<file path="config.mk">
export PLATFORM = sky130hd
export DESIGN_NAME = sdi_line_trs_ln_crc_insert
export DESIGN_NICKNAME = d
export VERILOG_FILES = /design/src/sv/sdi_trs_pkg.sv /design/src/sv/sdi_trs_crc.sv /design/src/sv/sdi_line_trs_ln_crc_insert.sv
export SDC_FILE = /design/constraint.sdc
export NUM_CORES = 1
export LEC_CHECK = 0
export BUFFER_PORTS_ARGS = -buffer_cell sky130_fd_sc_hd__buf_4
export CELL_PAD_IN_SITES_DETAIL_PLACEMENT = 0
export CELL_PAD_IN_SITES_GLOBAL_PLACEMENT = 2
export CORE_ASPECT_RATIO = 0.5
export CORE_MARGIN = 3
export CORE_UTILIZATION = 38
export DETAILED_ROUTE_END_ITERATION = 16
export PLACE_DENSITY = 0.84
export SETUP_SLACK_MARGIN = 0.15
export SYNTH_ARGS = -nofsm -noshare
export SYNTH_HDL_FRONTEND = slang
export SYNTH_SLANG_ARGS = --single-unit
</file>
<file path="constraint.sdc">
create_clock -name aclk -period 7.2 [get_ports aclk]
set_clock_uncertainty 0.05 [all_clocks]
set_input_delay 1.44 -clock aclk [delete_from_list [all_inputs] [get_ports aclk]]
set_output_delay 1.44 -clock aclk [all_outputs]
set_load 0.005 [all_outputs]
</file>
<file path="src/sv/sdi_trs_pkg.sv">
`default_nettype none

package sdi_trs_pkg;

    // stream payload widths, padded to whole bytes
    localparam int S_TDATA_W = 16;
    localparam int M_TDATA_W = 24;

    // field widths
    localparam int WORD_W  = 10;
    localparam int LINE_W  = 11;
    localparam int POS_W   = 14;
    localparam int HANC_W  = 13;
    localparam int CRC_W   = 18;
    localparam int CFG_W   = 13;
    localparam int CFG_IDX_W = 3;

    // crc-18 x^18+x^5+x^4+1, lsb first
    localparam logic [CRC_W-1:0] CRC_POLY = 18'h23000;

    // timing reference constants
    localparam logic [WORD_W-1:0] TRS_PREAMBLE = 10'h3FF;
    localparam logic [WORD_W-1:0] TRS_ZERO     = 10'h000;

    // configuration register indexes
    typedef enum logic [CFG_IDX_W-1:0] {
        CFG_HANC_SYMBOLS        = 3'd0,
        CFG_ACTIVE_SYMBOLS      = 3'd1,
        CFG_TOTAL_LINES         = 3'd2,
        CFG_FIELD2_START_LINE   = 3'd3,
        CFG_FIELD1_ACTIVE_FIRST = 3'd4,
        CFG_FIELD1_ACTIVE_LAST  = 3'd5,
        CFG_FIELD2_ACTIVE_FIRST = 3'd6,
        CFG_FIELD2_ACTIVE_LAST  = 3'd7
    } cfg_index_t;

    // control from the word path to the crc accumulators
    typedef struct packed {
        logic              advance;
        logic              clear;
        logic              feed_en;
        logic              feed_ch;
        logic [WORD_W-1:0] feed_word;
    } crc_ctl_t;

    // one 10-bit word into the crc, one bit per step
    function automatic logic [CRC_W-1:0] crc_feed(input logic [CRC_W-1:0] crc_in,
                                                  input logic [WORD_W-1:0] word);
        logic [CRC_W-1:0] c;
        logic             fb;
        c = crc_in;
        for (int b = 0; b < WORD_W; b++) begin
            fb = c[0] ^ word[b];
            c  = c >> 1;
            if (fb) begin
                c = c ^ CRC_POLY;
            end
        end
        return c;
    endfunction

    // xyz word with protection bits
    function automatic logic [WORD_W-1:0] xyz_word(input logic f, input logic v,
                                                   input logic h);
        return {1'b1, f, v, h, v ^ h, f ^ h, f ^ v, f ^ v ^ h, 2'b00};
    endfunction

    // word k of a four-word timing reference
    function automatic logic [WORD_W-1:0] trs_word(input logic [1:0] k,
                                                   input logic [WORD_W-1:0] xyz);
        logic [WORD_W-1:0] w;
        unique case (k)
            2'd0:    w = TRS_PREAMBLE;
            2'd3:    w = xyz;
            default: w = TRS_ZERO;
        endcase
        return w;
    endfunction

    // 9 data bits with bit 9 the inverse of bit 8
    function automatic logic [WORD_W-1:0] parity9(input logic [8:0] v);
        return {~v[8], v};
    endfunction

endpackage

`default_nettype wire

</file>
<file path="src/sv/sdi_trs_crc.sv">
`default_nettype none

module sdi_trs_crc
    import sdi_trs_pkg::*;
(
    input  wire logic             aclk,
    input  wire logic             aresetn,
    input  wire crc_ctl_t         ctl,
    output logic [CRC_W-1:0]      crc_first,
    output logic [CRC_W-1:0]      crc_second
);

    logic [CRC_W-1:0] crc_first_reg,  crc_first_next;
    logic [CRC_W-1:0] crc_second_reg, crc_second_next;
    logic [CRC_W-1:0] base_first, base_second;

    // clear at first active word, then feed the selected channel
    always_comb begin
        base_first  = ctl.clear ? '0 : crc_first_reg;
        base_second = ctl.clear ? '0 : crc_second_reg;
        crc_first_next  = base_first;
        crc_second_next = base_second;
        if (ctl.feed_en) begin
            if (ctl.feed_ch) begin
                crc_second_next = crc_feed(base_second, ctl.feed_word);
            end else begin
                crc_first_next = crc_feed(base_first, ctl.feed_word);
            end
        end
    end

    // accumulators move only when a word is processed
    always_ff @(posedge aclk) begin
        if (!aresetn) begin
            crc_first_reg  <= '0;
            crc_second_reg <= '0;
        end else if (ctl.advance) begin
            crc_first_reg  <= crc_first_next;
            crc_second_reg <= crc_second_next;
        end
    end

    assign crc_first  = crc_first_reg;
    assign crc_second = crc_second_reg;

endmodule

`default_nettype wire

</file>
<file path="src/sv/sdi_line_trs_ln_crc_insert.sv">
`default_nettype none

// channel   direction  handshake                 payload
// s_        in         s_tvalid / s_tready       s_tdata: data_word
// m_        out        m_tvalid / m_tready       m_tdata: video_word, line_number;
//                                                m_tlast: line_end; m_tuser: inserted
// cfg_      in         cfg_wr_en (no wait)       cfg_index, cfg_wdata
//
// one word per clock sustained while m_tready stays high; m_tvalid rises once
// the word has passed the input register and then the result register
// (fed by the timing/crc logic)
// reset: synchronous active-low aresetn, position 0, line 1, crc zero, registers
// at their defaults
// a stalled m_ side holds its word; one more word is taken into the input
// register, then s_tready drops until the result word is taken

module sdi_line_trs_ln_crc_insert
    import sdi_trs_pkg::*;
#(
    parameter int HD_INTERLEAVED   = 1,
    parameter int MAX_LINE_SYMBOLS = 8250
) (
    input  wire logic                  aclk,
    input  wire logic                  aresetn,
    // input stream
    input  wire logic                  s_tvalid,
    output logic                       s_tready,
    input  wire logic [S_TDATA_W-1:0]  s_tdata,   // [9:0] data_word
    // output stream
    output logic                       m_tvalid,
    input  wire logic                  m_tready,
    output logic [M_TDATA_W-1:0]       m_tdata,   // [9:0] video_word, [20:10] line_number
    output logic                       m_tlast,
    output logic                       m_tuser,   // [0] inserted
    // configuration
    input  wire logic                  cfg_wr_en,
    input  wire logic [CFG_IDX_W-1:0]  cfg_index,
    input  wire logic [CFG_W-1:0]      cfg_wdata
);

    localparam logic [POS_W-1:0] MAX_SYM = POS_W'(MAX_LINE_SYMBOLS);
    localparam logic             HD_MODE = (HD_INTERLEAVED != 0);

    // configuration registers
    logic [HANC_W-1:0] hanc_reg, active_reg;
    logic [LINE_W-1:0] total_lines_reg, f2_start_reg;
    logic [LINE_W-1:0] f1_first_reg, f1_last_reg, f2_first_reg, f2_last_reg;

    // pipeline registers
    logic              in_valid_reg;
    logic [WORD_W-1:0] in_data_reg;
    logic              out_valid_reg;
    logic [WORD_W-1:0] out_word_reg;
    logic              out_ins_reg, out_end_reg;
    logic [LINE_W-1:0] out_line_reg;

    // raster counters
    logic [POS_W-1:0]  pos_reg,  pos_next;
    logic [LINE_W-1:0] line_reg, line_next;

    logic              advance;
    logic [POS_W-1:0]  total_sum, total_len;
    logic              fld, vblank;
    logic [LINE_W-1:0] act_first, act_last;
    logic [WORD_W-1:0] xyz_eav, xyz_sav, tw, word_c;
    logic              ins_c, line_end_c;
    logic [POS_W:0]    pos_w, hanc_w, pos_p8, pos_p4, sav_d8, sav_d4;
    logic              sav_win8, sav_win4;
    logic [CRC_W-1:0]  crc_first, crc_second, crc_sel;
    crc_ctl_t          crc_ctl;

    // handshake: process when input full and result slot free or leaving
    assign advance  = in_valid_reg && (!out_valid_reg || m_tready);
    assign s_tready = !in_valid_reg || advance;

    // configuration write port
    always_ff @(posedge aclk) begin
        if (!aresetn) begin
            hanc_reg        <= 13'd560;
            active_reg      <= 13'd3840;
            total_lines_reg <= 11'd1125;
            f2_start_reg    <= 11'd0;
            f1_first_reg    <= 11'd42;
            f1_last_reg     <= 11'd1121;
            f2_first_reg    <= 11'd0;
            f2_last_reg     <= 11'd0;
        end else if (cfg_wr_en) begin
            unique case (cfg_index_t'(cfg_index))
                CFG_HANC_SYMBOLS:        hanc_reg        <= cfg_wdata;
                CFG_ACTIVE_SYMBOLS:      active_reg      <= cfg_wdata;
                CFG_TOTAL_LINES:         total_lines_reg <= cfg_wdata[LINE_W-1:0];
                CFG_FIELD2_START_LINE:   f2_start_reg    <= cfg_wdata[LINE_W-1:0];
                CFG_FIELD1_ACTIVE_FIRST: f1_first_reg    <= cfg_wdata[LINE_W-1:0];
                CFG_FIELD1_ACTIVE_LAST:  f1_last_reg     <= cfg_wdata[LINE_W-1:0];
                CFG_FIELD2_ACTIVE_FIRST: f2_first_reg    <= cfg_wdata[LINE_W-1:0];
                CFG_FIELD2_ACTIVE_LAST:  f2_last_reg     <= cfg_wdata[LINE_W-1:0];
            endcase
        end
    end

    // input register
    always_ff @(posedge aclk) begin
        if (!aresetn) begin
            in_valid_reg <= 1'b0;
        end else if (s_tready) begin
            in_valid_reg <= s_tvalid;
        end
    end

    always_ff @(posedge aclk) begin
        if (s_tready && s_tvalid) begin
            in_data_reg <= s_tdata[WORD_W-1:0];
        end
    end

    // line length, clamped to the maximum and at least one
    always_comb begin
        total_sum = POS_W'(hanc_reg) + POS_W'(active_reg);
        if (total_sum > MAX_SYM) begin
            total_len = MAX_SYM;
        end else if (total_sum == '0) begin
            total_len = POS_W'(1);
        end else begin
            total_len = total_sum;
        end
    end

    // field and vertical blanking flags for the current line
    always_comb begin
        fld       = (f2_start_reg != '0) && (line_reg >= f2_start_reg);
        act_first = fld ? f2_first_reg : f1_first_reg;
        act_last  = fld ? f2_last_reg  : f1_last_reg;
        vblank    = (line_reg < act_first) || (line_reg > act_last);
        xyz_eav   = xyz_word(fld, vblank, 1'b1);
        xyz_sav   = xyz_word(fld, vblank, 1'b0);
    end

    // sav window positions
    always_comb begin
        pos_w    = {1'b0, pos_reg};
        hanc_w   = (POS_W+1)'(hanc_reg);
        pos_p8   = pos_w + (POS_W+1)'(8);
        pos_p4   = pos_w + (POS_W+1)'(4);
        sav_d8   = pos_p8 - hanc_w;
        sav_d4   = pos_p4 - hanc_w;
        sav_win8 = (pos_p8 >= hanc_w) && (pos_w < hanc_w);
        sav_win4 = (pos_p4 >= hanc_w) && (pos_w < hanc_w);
    end

    // word selection and crc control
    always_comb begin
        crc_sel = pos_reg[0] ? crc_second : crc_first;
        tw      = TRS_ZERO;
        word_c  = in_data_reg;
        ins_c   = 1'b0;
        crc_ctl = '0;
        crc_ctl.advance = advance;
        if (HD_MODE) begin
            // interleaved eav, ln and crc words
            if (pos_reg < POS_W'(16)) begin
                unique case (pos_reg[3:1])
                    3'd0, 3'd1, 3'd2, 3'd3:
                        tw = trs_word(pos_reg[2:1], xyz_eav);
                    3'd4:    tw = parity9({line_reg[6:0], 2'b00});
                    3'd5:    tw = parity9({3'b000, line_reg[10:7], 2'b00});
                    3'd6:    tw = parity9(crc_sel[8:0]);
                    default: tw = parity9(crc_sel[17:9]);
                endcase
                word_c = tw;
                ins_c  = 1'b1;
            end
            // sav wins over the leading timing words
            if (sav_win8) begin
                word_c = trs_word(sav_d8[2:1], xyz_sav);
                ins_c  = 1'b1;
            end
            crc_ctl.clear = (pos_w == hanc_w);
            if (pos_reg < POS_W'(12)) begin
                crc_ctl.feed_en   = 1'b1;
                crc_ctl.feed_ch   = pos_reg[0];
                crc_ctl.feed_word = tw;
            end else if ((pos_w >= hanc_w) && (pos_reg < total_len)) begin
                crc_ctl.feed_en   = 1'b1;
                crc_ctl.feed_ch   = pos_reg[0] ^ hanc_reg[0];
                crc_ctl.feed_word = in_data_reg;
            end
        end else begin
            // sd: four-word eav and sav only
            if (pos_reg < POS_W'(4)) begin
                word_c = trs_word(pos_reg[1:0], xyz_eav);
                ins_c  = 1'b1;
            end
            if (sav_win4) begin
                word_c = trs_word(sav_d4[1:0], xyz_sav);
                ins_c  = 1'b1;
            end
        end
    end

    // line end and counter wrap
    always_comb begin
        line_end_c = ((pos_w + (POS_W+1)'(1)) >= (POS_W+1)'(total_len));
        if (line_end_c) begin
            pos_next  = '0;
            line_next = (line_reg >= total_lines_reg) ? LINE_W'(1)
                                                      : line_reg + LINE_W'(1);
        end else begin
            pos_next  = pos_reg + POS_W'(1);
            line_next = line_reg;
        end
    end

    sdi_trs_crc u_crc (
        .aclk       (aclk),
        .aresetn    (aresetn),
        .ctl        (crc_ctl),
        .crc_first  (crc_first),
        .crc_second (crc_second)
    );

    // raster counters
    always_ff @(posedge aclk) begin
        if (!aresetn) begin
            pos_reg  <= '0;
            line_reg <= LINE_W'(1);
        end else if (advance) begin
            pos_reg  <= pos_next;
            line_reg <= line_next;
        end
    end

    // result register
    always_ff @(posedge aclk) begin
        if (!aresetn) begin
            out_valid_reg <= 1'b0;
        end else if (advance) begin
            out_valid_reg <= 1'b1;
        end else if (m_tready) begin
            out_valid_reg <= 1'b0;
        end
    end

    always_ff @(posedge aclk) begin
        if (advance) begin
            out_word_reg <= word_c;
            out_ins_reg  <= ins_c;
            out_end_reg  <= line_end_c;
            out_line_reg <= line_reg;
        end
    end

    assign m_tvalid = out_valid_reg;
    assign m_tdata  = {3'b000, out_line_reg, out_word_reg};
    assign m_tlast  = out_end_reg;
    assign m_tuser  = out_ins_reg;

    // checks
    a_pos_wrap: assert property (@(posedge aclk) disable iff (!aresetn)
        advance && line_end_c |=> pos_reg == '0)
        else $error("position did not wrap at line end");

    a_pos_step: assert property (@(posedge aclk) disable iff (!aresetn)
        advance && !line_end_c |=> pos_reg == $past(pos_reg) + POS_W'(1))
        else $error("position did not step by one");

    a_stall: assert property (@(posedge aclk) disable iff (!aresetn)
        !s_tready |-> in_valid_reg && out_valid_reg && !m_tready)
        else $error("input stalled with room in the pipeline");

    a_line_nonzero: assert property (@(posedge aclk) disable iff (!aresetn)
        line_reg != '0)
        else $error("line counter reached zero");

endmodule

`default_nettype wire

</file>
==> impl_metrics.tcl <==
set metrics [dict create \
    drive_gt1_frac 0.0928 \
    postCtsSetupBuffers 0 \
    drc_errors 0 \
    area_growth_pct 11.3 \
    crit_arrival_ns 6.55 \
    synth_cell_types 74 \
    max_slew_margin 0.243 \
    final_antenna_net_count 0 \
    h-tree-depth 4 \
    cts_hold_buf 0 \
    cts.clk_slew.worst_paths_ns 0.07 \
    rsz0062_at_grt "no" \
    power_density_mw_per_mm2 180 \
    max_freq_mhz 161 \
    dp_slack_ns 0.964 \
    wl_mm 34.5 \
    cts_tree "built" \
    max-cap-violations 0 \
    worstPathCellList "ha_1, fa_1, a21o_1, a21oi_1, o21ai_1, a21oi_2, xnor2_1, o31ai_1, nand2_1, a2111oi_2, nand2_1, o22ai_1, nor2b_1, ha_1, nor2_1, a21oi_1, o21ai_0, a2111o_1, o2111a_1, and2_1, a22oi_2, xor2_1, xor3_1, o21ai_1" \
    vias 10100 \
    hp-class "register to register" \
    cp_slowest_cell "xor3_1" \
    synth_edf_count 33 \
    post-dp-hpwl_mm 25.7 \
    nNetsFinal 1609 \
    initial_utilization 0.393 \
    die_h_um 132 \
    grt_max_degree 96 \
    fill_cells 3113 \
    dieArea_sq_mm 0.0342 \
    fin_crit_ns 6.21 \
    yosysSeqAreaShare 0.338 \
    cts_inserted_buffers 17 \
    netlist_instances 1430 \
    yosys_register_bits 188 \
    syn_avg_cell_area_sq_um 8.48 \
    antenna_found_initial 0 \
    stdcell_area_sq_mm 0.0135 \
    drtIter0Drc 752 \
    placed_area_sq_mm 0.0129 \
    crit_type "register to register" \
    cts_resized 0 \
    path_delay_family "compound AO/OA/AOI/OAI gates" \
    grt_pass1_vias 9305 \
    rows 45 \
    crit_buf_inv 0 \
    cp-end-kind "register" \
    drtPass1Iterations 6 \
    ir_drop_v 0.000105 \
    setup-violations-final 0 \
    synthArstFlopShare 0 \
    max_slew.worst_pin.slew_ns 1.13 \
    post-route-period-util 0.863 \
    setup_tns_ns 0 \
    dp_cells 1857 \
    startpoint_type "register" \
    grt_pass1_wl_mm 53.7 \
    crit_path_max_incr_delay_ns 0.49 \
    antenna_cells 0 \
    grtUsageTotal 0.202 \
    die_w_um 259 \
    clockBufferDepth 2 \
    slew_violations 0 \
    netlist_area_sq_mm 0.0121 \
    post_drt_via_cell_ratio 5.32 \
    pin_count 65 \
    cts.sinks 188 \
    numPortBuffers 55 \
    status "completed" \
    cellLeakagePower_nw 5.45 \
    final_cell_count_no_fill 1889 \
    place_congestion 0.888 \
    hold_viol_final 0 \
    core_area_sq_mm 0.0309 \
    post_drt_wl_per_cell_um 18.2 \
    fin_ws_ns 0.989 \
    cp_data_required_time_ns 7.54 \
    insertion_delay_ns 0.46 \
    ys.flop_type "dfxtp_1" \
    clockRootBuffer "clkbuf_16" \
    overflow 0 \
    crit_fanout 7 \
    ys_warn_count 0 \
]
## through the flow
step           hold slack (ns)  total power, W  utilization
3_3_place_gp             0.400         0.00151        0.418
6_report                 0.411         0.00243        0.437
5_1_grt                  0.434         0.00254        0.437
2_1_floorplan            0.384         0.00141            -
4_1_cts                  0.411         0.00246        0.437
3_5_place_dp             0.401         0.00152        0.418
## kinds of logic after synthesis
logic type | Yosys count | share of synthesized area
xor+xnor | 101 | 0.0796
buf+inv | 131 | 0.0453
compound gates | 321 | 0.183
simple gates | 524 | 0.192
flops | 188 | 0.338
other cells | 1 | 0.000309
fa+ha+maj | 119 | 0.124
mux | 45 | 0.0382
## synthesized netlist by cell type (15+ instances only)
cell type	instances	area [sq um]
a21boi_0	80	601
a21o_1	16	120
a21oi_1	50	250
a22oi_1	15	113
clkbuf_1	55	206
dfxtp_1	155	3100
edfxtp_1	33	991
ha_1	117	1460
inv_1	55	206
mux2i_1	38	380
nand2_1	298	1120
nand2b_1	16	100
nand3_1	41	205
nand4_1	18	113
nor2_1	66	248
nor2b_1	34	213
o21ai_0	60	300
xnor2_1	40	350
xor2_1	54	473
## power breakdown
group | internal [W] | switching (W)
clock network | 0.000507 | 0.000434
registers | 0.00110 | 0.0000230
logic | 0.000156 | 0.000212
total | 0.00176 | 0.000670
## layout make-up
cell class,instances,area (sq um),share of cell area
flip-flops and latches,188,4090,0.304
multi-input cells,1113,7490,0.555
inverters,55,206,0.0153
repair buffers,78,586,0.0434
clock buffers,20,467,0.0346
well taps,423,529,0.0392
clock inverters,12,114,0.00844
## worst paths after layout
kind                  startpoint                   end  slack, ns  cells after the start
max reg2reg          hanc_reg[0]  u_crc.crc_second[11]       0.99                     24
min          u_crc.crc_first[11]   u_crc.crc_first[11]       0.41                      2
min reg2reg  u_crc.crc_first[11]   u_crc.crc_first[11]       0.41                      2
max                  hanc_reg[0]  u_crc.crc_second[11]       0.99                     24
## worst min-delay path, stage by stage (launching register included)
cell and delay, ns:
dfxtp_1 0.32, nand2_1 0.05, o21ai_1 0.05
## cells in the final DEF, fill, tap and decap left out, types with 5 or more instances in the layout
cell	synthesis	layout
a211oi_1	5	5
a21boi_0	80	80
a21o_1	16	16
a21oi_1	50	50
a22oi_1	15	15
a2bb2oi_1	10	10
and2_1	13	13
and3_1	5	5
buf_4	13	78
clkbuf_16	0	17
clkinv_4	0	5
dfxtp_1	155	155
edfxtp_1	33	33
ha_1	117	117
inv_1	55	55
mux2_2	6	6
mux2i_1	38	38
nand2_1	298	298
nand2b_1	16	16
nand3_1	41	41
nand4_1	18	18
nor2_1	66	66
nor2b_1	34	34
nor3_1	12	11
nor4_1	6	6
o211ai_1	13	13
o21a_1	13	13
o21ai_0	60	60
o21ai_1	12	12
o22ai_1	5	5
xnor2_1	40	40
xor2_1	54	54
## per-layer routing
metal	vias up	GRT usage	share of wire
li1	5000	-	-
met1	4796	0.300	0.52
met2	226	0.300	0.42
met3	32	0.0355	0.044
met4	0	0.0509	0.017
met5	-	0	0
No activity file was read; power rests on OpenSTA's default activity.
